### src/sv/cartridge_bank_mapper_with_irq_macros.svh
// Assertion macros shared by the cartridge bank mapper RTL.
// Needs a clock named aclk and an active-low reset named aresetn in scope.
`ifndef CARTRIDGE_BANK_MAPPER_WITH_IRQ_MACROS_SVH
`define CARTRIDGE_BANK_MAPPER_WITH_IRQ_MACROS_SVH

// Checked only while out of reset.
`define CBM_ASSERT(lbl, prop, msg) \
    lbl: assert property (@(posedge aclk) disable iff (!aresetn) prop) \
        else $error(msg);

// Checked on every edge, reset included.
`define CBM_ASSERT_RST(lbl, prop, msg) \
    lbl: assert property (@(posedge aclk) prop) \
        else $error(msg);

`endif

### src/sv/cbm_pkg.sv
// Shared types, codes and constants for the cartridge bank mapper.
// No dependencies.
package cbm_pkg;

    // Operation codes of an input transaction.
    localparam logic [2:0] OP_CPU_WR = 3'd0;
    localparam logic [2:0] OP_CPU_RD = 3'd1;
    localparam logic [2:0] OP_PPU_RD = 3'd2;
    localparam logic [2:0] OP_PPU_WR = 3'd3;
    localparam logic [2:0] OP_TICK   = 3'd4;
    localparam logic [2:0] OP_IRQ_ACK = 3'd5;

    // Audio port strobe codes.
    localparam logic [2:0] STB_NONE    = 3'd0;
    localparam logic [2:0] STB_DATA_WR = 3'd1;
    localparam logic [2:0] STB_ADDR_WR = 3'd2;
    localparam logic [2:0] STB_EN_WR   = 3'd3;
    localparam logic [2:0] STB_DATA_RD = 3'd4;

    // Mirroring codes.
    localparam logic [2:0] MIR_VERTICAL   = 3'd0;
    localparam logic [2:0] MIR_HORIZONTAL = 3'd1;
    localparam logic [2:0] MIR_ONE_LOW    = 3'd2;
    localparam logic [2:0] MIR_ONE_HIGH   = 3'd3;
    localparam logic [2:0] MIR_OTHER      = 3'd4;

    // Configuration register indexes.
    localparam logic [1:0] CFG_PRG_COUNT = 2'd0;
    localparam logic [1:0] CFG_CHR_COUNT = 2'd1;
    localparam logic [1:0] CFG_ROM_NT    = 2'd2;

    localparam int CFG_W      = 6;
    localparam int MOD_DVD_W  = 8;
    localparam int MOD_DIV_W  = 9;
    localparam int MOD_CNT_W  = $clog2(MOD_DVD_W);
    localparam int NUM_PRG    = 3;
    localparam int NUM_CHR    = 12;

    localparam logic [14:0] IRQ_SAT = 15'h7FFF;
    localparam logic [7:0]  CIRAM_BANK = 8'hE0;

    localparam logic [5:0] PRG_BANK_RST [NUM_PRG] = '{6'd0, 6'd1, 6'd2};
    localparam logic [7:0] CHR_BANK_RST [NUM_CHR] = '{
        8'h00, 8'h01, 8'h02, 8'h03, 8'h04, 8'h05, 8'h06, 8'h07,
        8'hE0, 8'hE1, 8'hE0, 8'hE1};

    typedef struct packed {
        logic busy;
        logic done;
    } mod_status_t;

    // Mirroring from the four nametable banks; unchanged unless all map to CIRAM.
    function automatic logic [2:0] mirror_calc(input logic [7:0] b8, input logic [7:0] b9,
                                               input logic [7:0] b10, input logic [7:0] b11,
                                               input logic [2:0] cur);
        logic [3:0] p;
        logic [2:0] m;
        p = {b8[0], b9[0], b10[0], b11[0]};
        case (p)
            4'b0101: m = MIR_VERTICAL;
            4'b0011: m = MIR_HORIZONTAL;
            4'b0000: m = MIR_ONE_LOW;
            4'b1111: m = MIR_ONE_HIGH;
            default: m = MIR_OTHER;
        endcase
        if (b8 < CIRAM_BANK || b9 < CIRAM_BANK || b10 < CIRAM_BANK || b11 < CIRAM_BANK) begin
            m = cur;
        end
        return m;
    endfunction

endpackage

### src/sv/cartridge_bank_mapper_with_irq.sv
// Top level of the cartridge bank mapper: bank registers, IRQ counter, sequencer.
// Depends on cbm_pkg, cbm_mod_unit and the assertion macro header.
//
//  Channel   Direction  Handshake        Payload
//  s_        in         s_valid/s_ready  operation, bus_address, write_data
//  m_        out        m_valid/m_ready  handled, mapped_address, write_blocked,
//                                        irq_line, mirroring, sound_strobe
//  cfg_      in         cfg_wen          cfg_index, cfg_wdata
//
// Most transactions go from idle to the done state and back to idle.
// Program bank writes and PPU accesses that hit character ROM (nonzero character count) also
// pass through the calc state, where the bank remainder runs through the serial remainder unit, one bit per clock.
// One transaction is in flight at a time; s_ready is high only when idle.
// A result held by m_ready low stalls the sequencer before it returns to idle.
// Reset is synchronous; no clearing pass follows.
`include "cartridge_bank_mapper_with_irq_macros.svh"

module cartridge_bank_mapper_with_irq
    import cbm_pkg::*;
(
    input  logic              aclk,
    input  logic              aresetn,
    input  logic              cfg_wen,
    input  logic [1:0]        cfg_index,
    input  logic [CFG_W-1:0]  cfg_wdata,
    input  logic              s_valid,
    output logic              s_ready,
    input  logic [2:0]        s_operation,
    input  logic [15:0]       s_bus_address,
    input  logic [7:0]        s_write_data,
    output logic              m_valid,
    input  logic              m_ready,
    output logic              m_handled,
    output logic [20:0]       m_mapped_address,
    output logic              m_write_blocked,
    output logic              m_irq_line,
    output logic [2:0]        m_mirroring,
    output logic [2:0]        m_sound_strobe
);

    localparam logic [1:0] ST_IDLE = 2'd0;
    localparam logic [1:0] ST_CALC = 2'd1;
    localparam logic [1:0] ST_DONE = 2'd2;

    logic [1:0]       state_reg, state_next;

    logic [CFG_W-1:0] cfg_prg_reg, cfg_chr_reg;
    logic             cfg_rom_nt_reg;

    logic [5:0]  prg_bank_reg [NUM_PRG];
    logic [5:0]  prg_bank_next [NUM_PRG];
    logic [7:0]  chr_bank_reg [NUM_CHR];
    logic [7:0]  chr_bank_next [NUM_CHR];
    logic [1:0]  pat_dis_reg, pat_dis_next;
    logic [14:0] irq_count_reg, irq_count_next;
    logic        irq_en_reg, irq_en_next;
    logic        irq_pend_reg, irq_pend_next;
    logic [2:0]  mirror_reg, mirror_next;

    logic        res_handled_reg, res_handled_next;
    logic [20:0] res_mapped_reg, res_mapped_next;
    logic        res_blocked_reg, res_blocked_next;
    logic [2:0]  res_strobe_reg, res_strobe_next;
    logic        fin_prg_reg, fin_prg_next;
    logic [1:0]  fin_slot_reg, fin_slot_next;
    logic [9:0]  fin_off_reg, fin_off_next;

    logic        m_valid_reg, m_valid_next;
    logic        out_handled_reg, out_handled_next;
    logic [20:0] out_mapped_reg, out_mapped_next;
    logic        out_blocked_reg, out_blocked_next;
    logic        out_irq_reg, out_irq_next;
    logic [2:0]  out_mirror_reg, out_mirror_next;
    logic [2:0]  out_strobe_reg, out_strobe_next;

    logic                 mod_start;
    logic [MOD_DVD_W-1:0] mod_dividend;
    logic [MOD_DIV_W-1:0] mod_divisor;
    mod_status_t          mod_stat;
    logic [MOD_DIV_W-1:0] mod_rem;

    logic        s_accept;
    logic [6:0]  prg_total;
    logic [8:0]  chr_total;
    logic [18:0] ciram_base;
    logic [13:0] ppu_a14, ppu_adj;
    logic        ppu_pal;
    logic [3:0]  ppu_slot, ppu_idx;
    logic        ppu_slot_ok;
    logic [7:0]  ppu_bank;
    logic        ppu_bank_hi;
    logic        ppu_nt;
    logic        ppu_ciram;
    logic [9:0]  ppu_off;
    logic [3:0]  wr_slot;
    logic [1:0]  rd_slot, rd_idx;
    logic [6:0]  rd_bank;
    logic [14:0] irq_inc;

    assign s_ready  = (state_reg == ST_IDLE);
    assign s_accept = s_valid && s_ready;

    assign prg_total  = (cfg_prg_reg == '0) ? 7'd2 : {cfg_prg_reg, 1'b0};
    assign chr_total  = {cfg_chr_reg, 3'b000};
    assign ciram_base = (cfg_chr_reg == '0) ? 19'h02000 : {cfg_chr_reg, 13'h0000};

    // PPU decode: 0x3000-0x3EFF folds onto 0x2000-0x2EFF by clearing bit 12.
    assign ppu_a14     = s_bus_address[13:0];
    assign ppu_adj     = (ppu_a14 >= 14'h3000 && ppu_a14 < 14'h3F00) ?
                         {ppu_a14[13], 1'b0, ppu_a14[11:0]} : ppu_a14;
    assign ppu_pal     = (ppu_a14 >= 14'h3F00);
    assign ppu_slot    = ppu_adj[13:10];
    assign ppu_slot_ok = (ppu_slot < 4'(NUM_CHR));
    assign ppu_idx     = ppu_slot_ok ? ppu_slot : 4'd0;
    assign ppu_bank    = chr_bank_reg[ppu_idx];
    assign ppu_bank_hi = (ppu_bank >= CIRAM_BANK);
    assign ppu_nt      = ppu_slot[3];
    assign ppu_off     = ppu_adj[9:0];
    assign ppu_ciram   = ppu_bank_hi && (ppu_slot[3] ||
                         (ppu_slot[2] ? !pat_dis_reg[1] : !pat_dis_reg[0]));

    assign wr_slot = s_bus_address[14:11];
    assign rd_slot = s_bus_address[14:13];
    assign rd_idx  = (rd_slot == 2'd3) ? 2'd0 : rd_slot;
    assign rd_bank = (rd_slot == 2'd3) ? prg_total - 7'd1 : {1'b0, prg_bank_reg[rd_idx]};
    assign irq_inc = irq_count_reg + 15'd1;

    cbm_mod_unit u_mod (
        .aclk      (aclk),
        .aresetn   (aresetn),
        .start     (mod_start),
        .dividend  (mod_dividend),
        .divisor   (mod_divisor),
        .status    (mod_stat),
        .remainder (mod_rem)
    );

    always_comb begin
        state_next       = state_reg;
        prg_bank_next    = prg_bank_reg;
        chr_bank_next    = chr_bank_reg;
        pat_dis_next     = pat_dis_reg;
        irq_count_next   = irq_count_reg;
        irq_en_next      = irq_en_reg;
        irq_pend_next    = irq_pend_reg;
        mirror_next      = mirror_reg;
        res_handled_next = res_handled_reg;
        res_mapped_next  = res_mapped_reg;
        res_blocked_next = res_blocked_reg;
        res_strobe_next  = res_strobe_reg;
        fin_prg_next     = fin_prg_reg;
        fin_slot_next    = fin_slot_reg;
        fin_off_next     = fin_off_reg;
        m_valid_next     = m_valid_reg;
        out_handled_next = out_handled_reg;
        out_mapped_next  = out_mapped_reg;
        out_blocked_next = out_blocked_reg;
        out_irq_next     = out_irq_reg;
        out_mirror_next  = out_mirror_reg;
        out_strobe_next  = out_strobe_reg;
        mod_start        = 1'b0;
        mod_dividend     = '0;
        mod_divisor      = '0;

        if (m_valid_reg && m_ready) begin
            m_valid_next = 1'b0;
        end

        case (state_reg)
            ST_IDLE: begin
                if (s_accept) begin
                    res_handled_next = 1'b0;
                    res_mapped_next  = '0;
                    res_blocked_next = 1'b0;
                    res_strobe_next  = STB_NONE;
                    state_next       = ST_DONE;
                    case (s_operation)
                        OP_CPU_WR: begin
                            res_handled_next = 1'b1;
                            if (s_bus_address inside {[16'h4800:16'h4FFF]}) begin
                                res_strobe_next = STB_DATA_WR;
                            end else if (s_bus_address inside {[16'h5000:16'h57FF]}) begin
                                irq_count_next = {irq_count_reg[14:8], s_write_data};
                                irq_pend_next  = 1'b0;
                            end else if (s_bus_address inside {[16'h5800:16'h5FFF]}) begin
                                irq_count_next = {s_write_data[6:0], irq_count_reg[7:0]};
                                irq_en_next    = s_write_data[7];
                                irq_pend_next  = 1'b0;
                            end else if (s_bus_address inside {[16'h8000:16'hDFFF]}) begin
                                chr_bank_next[wr_slot] = s_write_data;
                                if (wr_slot[3]) begin
                                    mirror_next = mirror_calc(chr_bank_next[8],
                                        chr_bank_next[9], chr_bank_next[10],
                                        chr_bank_next[11], mirror_reg);
                                end
                            end else if (s_bus_address inside {[16'hE000:16'hF7FF]}) begin
                                // Program bank select goes through the remainder unit.
                                mod_start     = 1'b1;
                                mod_dividend  = {2'b00, s_write_data[5:0]};
                                mod_divisor   = {2'b00, prg_total};
                                fin_prg_next  = 1'b1;
                                fin_slot_next = s_bus_address[12:11];
                                state_next    = ST_CALC;
                                if (s_bus_address inside {[16'hE000:16'hE7FF]}) begin
                                    res_strobe_next = STB_EN_WR;
                                end
                                if (s_bus_address inside {[16'hE800:16'hEFFF]}) begin
                                    pat_dis_next = s_write_data[7:6];
                                end
                            end else if (s_bus_address >= 16'hF800) begin
                                res_strobe_next = STB_ADDR_WR;
                            end else begin
                                res_handled_next = 1'b0;
                            end
                        end
                        OP_CPU_RD: begin
                            if (s_bus_address inside {[16'h4800:16'h4FFF]}) begin
                                res_handled_next = 1'b1;
                                res_strobe_next  = STB_DATA_RD;
                            end else if (s_bus_address[15]) begin
                                res_handled_next = 1'b1;
                                res_mapped_next  = {1'b0, rd_bank, s_bus_address[12:0]};
                            end
                        end
                        OP_PPU_RD, OP_PPU_WR: begin
                            if (!ppu_pal && ppu_slot_ok &&
                                !(ppu_nt && (ppu_bank_hi || !cfg_rom_nt_reg))) begin
                                res_handled_next = 1'b1;
                                if (ppu_ciram) begin
                                    res_mapped_next = {2'b00, ciram_base} +
                                                      {10'd0, ppu_bank[0], ppu_off};
                                end else if (cfg_chr_reg != '0) begin
                                    mod_start        = 1'b1;
                                    mod_dividend     = ppu_bank;
                                    mod_divisor      = chr_total;
                                    fin_prg_next     = 1'b0;
                                    fin_off_next     = ppu_off;
                                    res_blocked_next = (s_operation == OP_PPU_WR);
                                    state_next       = ST_CALC;
                                end else begin
                                    res_mapped_next = {8'd0, ppu_bank[2:0], ppu_off};
                                end
                            end
                        end
                        OP_TICK: begin
                            if (irq_en_reg && !irq_pend_reg && irq_count_reg != IRQ_SAT) begin
                                irq_count_next = irq_inc;
                                if (irq_inc == IRQ_SAT) begin
                                    irq_pend_next = 1'b1;
                                end
                            end
                        end
                        OP_IRQ_ACK: begin
                            irq_pend_next = 1'b0;
                        end
                        default: begin
                        end
                    endcase
                end
            end
            ST_CALC: begin
                if (mod_stat.done) begin
                    if (fin_prg_reg) begin
                        prg_bank_next[fin_slot_reg] = mod_rem[5:0];
                    end else begin
                        res_mapped_next = {2'b00, mod_rem, fin_off_reg};
                    end
                    state_next = ST_DONE;
                end
            end
            ST_DONE: begin
                if (!m_valid_reg || m_ready) begin
                    m_valid_next     = 1'b1;
                    out_handled_next = res_handled_reg;
                    out_mapped_next  = res_mapped_reg;
                    out_blocked_next = res_blocked_reg;
                    out_irq_next     = irq_pend_reg;
                    out_mirror_next  = mirror_reg;
                    out_strobe_next  = res_strobe_reg;
                    state_next       = ST_IDLE;
                end
            end
            default: begin
                state_next = ST_IDLE;
            end
        endcase
    end

    always_ff @(posedge aclk) begin
        if (!aresetn) begin
            state_reg      <= ST_IDLE;
            m_valid_reg    <= 1'b0;
            cfg_prg_reg    <= CFG_W'(16);
            cfg_chr_reg    <= CFG_W'(16);
            cfg_rom_nt_reg <= 1'b0;
            prg_bank_reg   <= PRG_BANK_RST;
            chr_bank_reg   <= CHR_BANK_RST;
            pat_dis_reg    <= '0;
            irq_count_reg  <= '0;
            irq_en_reg     <= 1'b0;
            irq_pend_reg   <= 1'b0;
            mirror_reg     <= MIR_VERTICAL;
        end else begin
            state_reg     <= state_next;
            m_valid_reg   <= m_valid_next;
            prg_bank_reg  <= prg_bank_next;
            chr_bank_reg  <= chr_bank_next;
            pat_dis_reg   <= pat_dis_next;
            irq_count_reg <= irq_count_next;
            irq_en_reg    <= irq_en_next;
            irq_pend_reg  <= irq_pend_next;
            mirror_reg    <= mirror_next;
            if (cfg_wen) begin
                case (cfg_index)
                    CFG_PRG_COUNT: cfg_prg_reg    <= cfg_wdata;
                    CFG_CHR_COUNT: cfg_chr_reg    <= cfg_wdata;
                    CFG_ROM_NT:    cfg_rom_nt_reg <= cfg_wdata[0];
                    default: begin
                    end
                endcase
            end
        end
        res_handled_reg <= res_handled_next;
        res_mapped_reg  <= res_mapped_next;
        res_blocked_reg <= res_blocked_next;
        res_strobe_reg  <= res_strobe_next;
        fin_prg_reg     <= fin_prg_next;
        fin_slot_reg    <= fin_slot_next;
        fin_off_reg     <= fin_off_next;
        out_handled_reg <= out_handled_next;
        out_mapped_reg  <= out_mapped_next;
        out_blocked_reg <= out_blocked_next;
        out_irq_reg     <= out_irq_next;
        out_mirror_reg  <= out_mirror_next;
        out_strobe_reg  <= out_strobe_next;
    end

    assign m_valid          = m_valid_reg;
    assign m_handled        = out_handled_reg;
    assign m_mapped_address = out_mapped_reg;
    assign m_write_blocked  = out_blocked_reg;
    assign m_irq_line       = out_irq_reg;
    assign m_mirroring      = out_mirror_reg;
    assign m_sound_strobe   = out_strobe_reg;

    `CBM_ASSERT(a_pend_at_sat, $rose(irq_pend_reg) |-> irq_count_reg == IRQ_SAT,
        "IRQ pending below saturation")
    `CBM_ASSERT(a_calc_has_unit, state_reg == ST_CALC |-> mod_stat.busy || mod_stat.done,
        "sequencer waits on an idle remainder unit")
    `CBM_ASSERT_RST(a_reset_idle, !aresetn |=> !m_valid_reg && state_reg == ST_IDLE,
        "reset did not clear the sequencer")

endmodule

### src/sv/cbm_mod_unit.sv
// Bit-serial remainder unit: one restoring step per clock, MSB of the dividend first.
// Depends on cbm_pkg and the assertion macro header.
`include "cartridge_bank_mapper_with_irq_macros.svh"

module cbm_mod_unit
    import cbm_pkg::*;
(
    input  logic                 aclk,
    input  logic                 aresetn,
    input  logic                 start,
    input  logic [MOD_DVD_W-1:0] dividend,
    input  logic [MOD_DIV_W-1:0] divisor,
    output mod_status_t          status,
    output logic [MOD_DIV_W-1:0] remainder
);

    logic                 busy_reg, busy_next;
    logic                 done_reg, done_next;
    logic [MOD_CNT_W-1:0] cnt_reg, cnt_next;
    logic [MOD_DVD_W-1:0] dvd_reg, dvd_next;
    logic [MOD_DIV_W-1:0] div_reg, div_next;
    logic [MOD_DIV_W-1:0] rem_reg, rem_next;
    logic [MOD_DIV_W:0]   trial;
    logic [MOD_DIV_W:0]   reduced;

    assign trial   = {rem_reg, dvd_reg[MOD_DVD_W-1]};
    assign reduced = (trial >= {1'b0, div_reg}) ? trial - {1'b0, div_reg} : trial;

    always_comb begin
        busy_next = busy_reg;
        done_next = 1'b0;
        cnt_next  = cnt_reg;
        dvd_next  = dvd_reg;
        div_next  = div_reg;
        rem_next  = rem_reg;
        if (start) begin
            busy_next = 1'b1;
            cnt_next  = '0;
            dvd_next  = dividend;
            div_next  = divisor;
            rem_next  = '0;
        end else if (busy_reg) begin
            rem_next = reduced[MOD_DIV_W-1:0];
            dvd_next = {dvd_reg[MOD_DVD_W-2:0], 1'b0};
            cnt_next = cnt_reg + 1'b1;
            if (cnt_reg == MOD_CNT_W'(MOD_DVD_W - 1)) begin
                busy_next = 1'b0;
                done_next = 1'b1;
            end
        end
    end

    always_ff @(posedge aclk) begin
        if (!aresetn) begin
            busy_reg <= 1'b0;
            done_reg <= 1'b0;
        end else begin
            busy_reg <= busy_next;
            done_reg <= done_next;
        end
        cnt_reg <= cnt_next;
        dvd_reg <= dvd_next;
        div_reg <= div_next;
        rem_reg <= rem_next;
    end

    assign status.busy = busy_reg;
    assign status.done = done_reg;
    assign remainder   = rem_reg;

    `CBM_ASSERT(a_rem_below_div, done_reg |-> (rem_reg < div_reg), "remainder not below divisor")
    `CBM_ASSERT(a_done_after_run, done_reg |-> $past(busy_reg), "done without a preceding run")
    `CBM_ASSERT(a_no_restart, start |-> !busy_reg, "remainder unit restarted while busy")

endmodule
### config.mk
export PLATFORM = sky130hd
export DESIGN_NAME = cartridge_bank_mapper_with_irq
export DESIGN_NICKNAME = d
export VERILOG_FILES = /design/src/sv/cbm_pkg.sv /design/src/sv/cartridge_bank_mapper_with_irq.sv /design/src/sv/cbm_mod_unit.sv
export VERILOG_INCLUDE_DIRS = /design/src /design/src/sv
export SDC_FILE = /design/constraint.sdc
export NUM_CORES = 1
export LEC_CHECK = 0
export ABC_AREA = 1
export BUFFER_PORTS_ARGS = -buffer_cell sky130_fd_sc_hd__clkbuf_2
export CORE_UTILIZATION = 25
export DETAILED_ROUTE_END_ITERATION = 8
export PLACE_DENSITY = 0.43
export SETUP_SLACK_MARGIN = 0.05
export SYNTH_ARGS = -nofsm -noshare
export SYNTH_HDL_FRONTEND = slang
export SYNTH_SLANG_ARGS = --single-unit
### constraint.sdc
create_clock -name aclk -period 3.45 [get_ports aclk]
set_input_delay 0 -clock aclk [delete_from_list [all_inputs] [get_ports aclk]]
set_output_delay 0 -clock aclk [all_outputs]
set_load 0.02 [all_outputs]
==> metrics, run 1 <==
outcome=finished with violations; violated checks=hold timing; Sink Count=249; clock buffer depth=3; initial detailed-routing violation count=865; Hold WS=-0.00271 ns; pin count of the biggest net entering global routing=85; P&R area growth vs syn=21.7%; global-route wire length before repair=58.8 mm; Worst Tran Pin Value=1.08 ns; final hold violation count=1; Top FF cell, synth=dfxtp_1; Final ANT Viol Nets=0; Syn Std Cell Area=11800 um2; Final min period=2.96 ns; fillers=5034; CTS tree=yes; diode count=0; Worst Clk Skew=0.0124 ns; Final Cell Area=14300 um2; crit-path max FO=26; Multi-input gate area=5010 um2; I/O Pins=72; max FFs per register=96; Cells after DPL=2145; Tcrit/Tclk final=0.857; top cells by area, synth=dfxtp_1 (28%), edfxtp_1 (21%), nand2_1 (9.8%); Post-Synthesis Cells=1496; DIE AREA=47900 um2; CTS H-tree depth=1; Synth cell types=46; Max-slew headroom=0.279; die height=219 um; Layout Utilization=0.308; Worst Path Class, Setup=primary input to register; GRT Total Usage=0.159; Power Dens Cells=537 nW/um2; P_int=5.57 mW; final setup vio count=0; share of power burned in registers=0.437; number of flops mapped to enable cells by yosys=83; FFs w/ async S/R, synth=0; Pins Over Slew Limit=0; I/O Buffers=70; leakage=5.76 nW; Die X=219 um; register area share after synthesis=0.495; sw frac=0.275; Clock Tree Root=clkbuf_16; #FFs+latches synth=249; Net Sw Power=2.12 mW; DR vias/cell=4.70; clk slew on worst S/H paths=0.06 ns; Ys Warns=0; DRC Markers=0; Hold Crit Class=primary input to register; Routed WL per cell=17.2 um; drt first pass iters=5; initial core utilization=0.253; RSZ-0062 raised after global routing=no; CP required=3.72 ns; Syn Nets=1550; GR Overflow Total=0; max-cap viol count=0; part of the power in combinational logic=0.134; Syn Area/Cell=7.86 um2; endpoint class of the critical path=register; Max Freq=338 MHz; placer congestion estimate=0.857; DP Worst Slack=0.502 ns; share of post-route cells with drive strength above 1=0.116; maximum vdd drop=0.301 mV; final net count=1666; Sequential Area=5820 um2; hpwl dp=28.0 mm; Pwr Total=7.69 mW; PostCTS Resize Cnt=0; total CTS buffers=29; crit path DAT=3.23 ns; clock group share of total power=0.430; total length of routed wires=38.5 mm; Rows=79; Via Count=10500; Worst-Skew Late Latency=0.57 ns; fin cells=2242; DP Area=12900 um2; TNS Setup=0 ns; CP Launch Type=primary input; core area=46500 um2; Final Worst Setup Slack=0.493 ns; cell taking the most area after synthesis=dfxtp_1; initial antenna violation count=0; vias in the first global route=9817; Synth top area share=0.283
-- area by class of cell --
type | instances | share of cell area
multi-input cells | 1008 | 0.350
well taps | 607 | 0.0530
clock inverters | 18 | 0.0159
inverters | 175 | 0.0459
clock buffers | 36 | 0.0554
repair buffers | 149 | 0.0736
flip-flops and latches | 249 | 0.406
-- metal layers --
metal | vias up | routed length [um] | share of wire | global-route usage
li1 | 5285 | - | - | -
met1 | 4991 | 19300 | 0.50 | 0.231
met2 | 221 | 16700 | 0.43 | 0.248
met3 | 41 | 1700 | 0.044 | 0.0194
met4 | 0 | 780 | 0.020 | 0.0414
met5 | - | 0 | 0 | 0
-- power by group through the flow --
stage | sequential, mW | clock (mW) | combinational [mW]
after CTS | 3.36 | 3.38 | 1.03
after floorplan | 3.41 | 0 | 0.644
final | 3.36 | 3.31 | 1.03
after detailed placement | 3.43 | 0 | 0.991
after global routing | 3.38 | 3.49 | 1.15
after global placement | 3.43 | 0 | 0.979
-- Yosys cell counts (all sizes together) (2+ instances only) --
master and instances:
a211oi 7, a21oi 154, buf 20, clkbuf 44
clkinv 5, dfxtp 166, edfxtp 83, ha 13
inv 170, nand2 315, nand3 87, nand4 15
nor2 112, nor3 22, nor3b 4, nor4 7
o2111ai 2, o211ai 22, o21a 4, o21ai 192
o21bai 2, o221ai 9, o22ai 11, o31ai 4
or2 4, xnor2 3, xor2 13
-- cell usage in the layout (no fill, tap or decap), types with 5 or more instances in the layout --
cell,n
a211oi_1,7
a21oi_1,147
a21oi_2,7
buf_4,37
bufinv_16,5
clkbuf_16,30
clkbuf_2,69
clkinv_1,9
dfxtp_1,166
dlygate4sd3_1,43
edfxtp_1,83
ha_1,13
inv_1,164
inv_2,6
nand2_1,307
nand3_1,86
nand4_1,15
nor2_1,105
nor2_2,5
nor3_1,21
nor4_1,7
o211ai_1,22
o21ai_0,187
o221ai_1,9
o22ai_1,11
xor2_1,13
-- worst max-delay path: stages --
cell and delay [ns]:
dlygate4sd3_1 0.58, clkbuf_2 0.23, nand2_2 0.09, nor2_4 0.10, nand2_4 0.09, nand2_4 0.24
inv_2 0.21, nand2_1 0.11, nand3_1 0.06, nand3_1 0.12, nand2_1 0.06, nand2_1 0.06
nand2_1 0.11, nand2_1 0.09, nand2_1 0.06, nand2_2 0.20, nand2_4 0.09, nor2_2 0.23
nand2_1 0.11, inv_1 0.13, buf_4 0.22
-- path summary, 6_finish.rpt --
check	startpoint	end	slack [ns]	depth (start not counted)
setup / recovery	s_bus_address[11]	fin_off_reg[0]$_DFFE_PP_	0.49	21
hold / removal	s_write_data[3]	chr_bank_reg[67]$_SDFFE_PN0P_	-0.003	3
setup reg to reg	state_reg[0]$_SDFFE_PN0P_	chr_bank_reg[39]$_SDFFE_PN0P_	0.53	8
hold reg to reg	res_strobe_reg[2]$_SDFFCE_PN0P_	m_sound_strobe[2]$_DFFE_PP_	0.42	0
-- cells by family (layout without fill, tap and decap cells) --
logic type | count (synthesis) | after routing | share of synthesized area
adders and majority gates | 14 | 14 | 0.0155
other | 1 | 1 | 0.000319
xor gates and xnor gates | 16 | 16 | 0.0119
DFF | 249 | 249 | 0.495
and+or+nand+nor | 566 | 566 | 0.205
buffers and inverters | 239 | 378 | 0.0804
AOI/OAI and AO/OA | 411 | 411 | 0.192
-- what timing repair did --
| item | 4_1_cts | 5_1_grt |
|---|---|---|
| hold buffers | 43 | 0 |
| setup buffers | 0 | 0 |
| hold endpoints to repair | 113 | 0 |
(Power assumes the default switching activity.)
==> run 2: changes to the inputs <==
CAP_MARGIN = 30   (was unset)
SYNTH_HIERARCHICAL = 1   (was unset)
==> run 2 against run 1 <==
The run now ends clean. First-iteration DRC count down 25%. Sequential share of layout area down 0.89 points. Global-route usage decreased by 0.35 points. Flip-flop and latch count increased by 1. Hold slack better by 0.016 ns. Worst setup slack worse by 0.19 ns. Critical path type unchanged. Critical endpoint is now u_mod/cnt_reg[1]$_SDFFE_PP0P_.
==> metrics, run 2 <==
max-cap viol count=0 (unchanged); final setup vio count=0 (unchanged); crit-path max cell delay=0.52 ns (-0.06 ns); initial detailed-routing violation count=653 (-25%); Syn Std Cell Area=12000 um2 (+2.1%); I/O Buffers=70 (unchanged); Met1 Wirelength=18.9 mm (-2.1%); CP Launch Type=primary input; initial core utilization=0.256 (+0.00259); Hold WS=0.0131 ns (+0.0158 ns); hpwl dp=28.3 mm (+1.3%); Levels on crit path=23 (+9.5%); Pwr Total=8.06 mW (+4.7%); crit-path leading delay family=simple AND/OR/NAND/NOR gates; pin count of the biggest net entering global routing=68 (-20%); part of the power in combinational logic=0.152 (+0.018); Ys Warns=6 (+6); clock group share of total power=0.436 (+0.006); P_int=5.78 mW (+3.7%); Sink Count=250 (+0.40%); endpoint class of the critical path=register; global-route wire length before repair=60.0 mm (+2.0%); placer congestion estimate=0.851 (-0.79%); wire length on met2=17.7 mm (+5.9%); die height=221 um (+1.0%); clk slew on worst S/H paths=0.06 ns (about the same); Final min period=3.15 ns (+0.191 ns); Worst Path Buf+Inv=7 (+2); DIE AREA=48900 um2 (+2.1%); clock buffer depth=3 (unchanged); CTS tree=yes; crit path DAT=3.67 ns (+0.44 ns); Hold Crit Start=s_write_data[4]; GR Overflow Total=0 (unchanged); CTS H-tree depth=1 (unchanged); initial antenna violation count=1 (+1); share of power burned in registers=0.412 (-0.025); Pins Over Slew Limit=0 (unchanged); Rows=79 (unchanged); sw frac=0.282 (+0.00711); total CTS buffers=31 (+6.9%); core area=47000 um2 (+1.1%); met3 WL=1.40 mm (-17%); DR vias/cell=4.62 (-1.6%); Die X=221 um (+1.0%); WHS Path Cells=3 (unchanged); leakage=6.07 nW (+5.5%); Worst-Skew Late Latency=0.58 ns (about the same); Cells after DPL=2186 (+1.9%); share of post-route cells with drive strength above 1=0.120 (+0.00474); Final ANT Viol Nets=0 (unchanged); most frequent cells in the layout=nand2_1 (310), inv_1 (179), o21ai_0 (169); Routed WL per cell=16.9 um (-1.6%); final hold violation count=0 (-1); critical path's slowest cell=dlygate4sd3_1; DRC Markers=0 (unchanged); Via Count=10600 (+0.71%); CP required=3.98 ns (+0.26 ns); Post-Synthesis Cells=1535 (+2.6%); Hold Crit Class=primary input to register; FF-to-FF path depth=9 (+1); Layout Utilization=0.313 (+0.00523); worst path cell trace=dlygate4sd3_1, clkbuf_2, nand2_1, nor2_2, nand2_4, nand2_4, clkinvlp_4, nand3_1, nand3_1, nand3_1, nand2_1, nor2_2, nand3_2, nand2_1, inv_2, nand3_2, nand2_1, nand2_1, clkinvlp_4, buf_4, nor2_1, buf_4, a22o_1; outcome=completed; RSZ-0062 raised after global routing=no; Power Dens Cells=547 nW/um2 (+1.9%); Syn Area/Cell=7.82 um2 (-0.50%); fin cells=2295 (+2.4%); TNS Setup=0 ns (unchanged); commonest non-fill, non-tap cell in the layout=nand2_1; max FFs per register=96 (unchanged); Worst Path Class, Setup=primary input to register; fillers=4985 (-0.97%); Max Freq=318 MHz (-6.1%); crit-path max FO=12 (-54%); drt first pass iters=5 (unchanged); Tcrit/Tclk final=0.913 (+0.0555); Worst Clk Skew=0.0190 ns (+0.00664 ns); total length of routed wires=38.8 mm (+0.71%); Max-slew headroom=0.364 (+0.0850); Net Sw Power=2.27 mW (+7.4%); most used cell along the critical path=nand2_1; P&R area growth vs syn=22.6%; GRT Total Usage=0.156 (-0.00351); final net count=1717 (+3.1%); r2r startpoint=state_reg[0]$_SDFFE_PN0P_; CP startpoint=s_bus_address[8]; maximum vdd drop=0.387 mV (+29%); I/O Pins=72 (unchanged); highest metal used=met4; vias in the first global route=10300 (+4.9%); Worst Tran Pin Value=0.948 ns (-0.133 ns); Clock Tree Root=clkbuf_16
## run 2: per-layer routing
layer	global-route usage	up-vias
li1	-	5422
met1	0.216	4933
met2	0.256	211
met3	0.0195	47
met4	0.0363	0
met5	0	-
## run 2: power groups by stage
| stage | Combinational, mW | Clock (mW) | Sequential (mW) |
|---|---|---|---|
| floorplan | 0.840 | 0 | 3.35 |
| global placement | 1.17 | 0 | 3.38 |
| detailed placement | 1.18 | 0 | 3.38 |
| CTS | 1.22 | 3.62 | 3.32 |
| global route | 1.38 | 3.72 | 3.33 |
| finish | 1.22 | 3.52 | 3.32 |
## run 2: final cells by class
| cell class | instances | area [um2] | share of cell area |
|---|---|---|---|
| sequential | 250 | 5850 | 0.397 |
| multi-input combinational | 1032 | 5160 | 0.351 |
| timing repair buffer | 154 | 1100 | 0.0750 |
| clock buffer | 40 | 840 | 0.0571 |
| tap | 607 | 759 | 0.0516 |
| inverter | 192 | 732 | 0.0497 |
| clock inverter | 18 | 263 | 0.0179 |
| timing repair inverter | 1 | 7.51 | 0.000510 |
| antenna | 1 | 2.50 | 0.000170 |
## run 2: what timing repair did
item	CTS	global route
hold endpoints to repair	83	0
setup endpoints to repair	0	20
buffers inserted	0	6
resized for setup	0	9
hold buffers	43	0
## run 2: final timing paths
path	end	slack (ns)
setup / recovery	u_mod/cnt_reg[1]$_SDFFE_PP0P_	0.30
hold / removal	chr_bank_reg[92]$_SDFFE_PN0P_	0.01
setup reg to reg	chr_bank_reg[93]$_SDFFE_PN0P_	0.52
hold reg to reg	m_mapped_address[1]$_DFFE_PP_	0.42
## run 2: worst reg2reg max path, delay by kind of cell, from the launching register on
kind,cells,cell delay [ns]
simple gates,5,1.39
buf+inv,2,0.58
compound gates,2,0.42
flops,1,0.39
## run 2: through the flow
stage	setup WS (ns)	area [um2]
after floorplan	0.478	12000
after global placement	0.248	13100
after detailed placement	0.128	13100
after CTS	0.187	14600
after global routing	0.0706	14700
final	0.301	14700
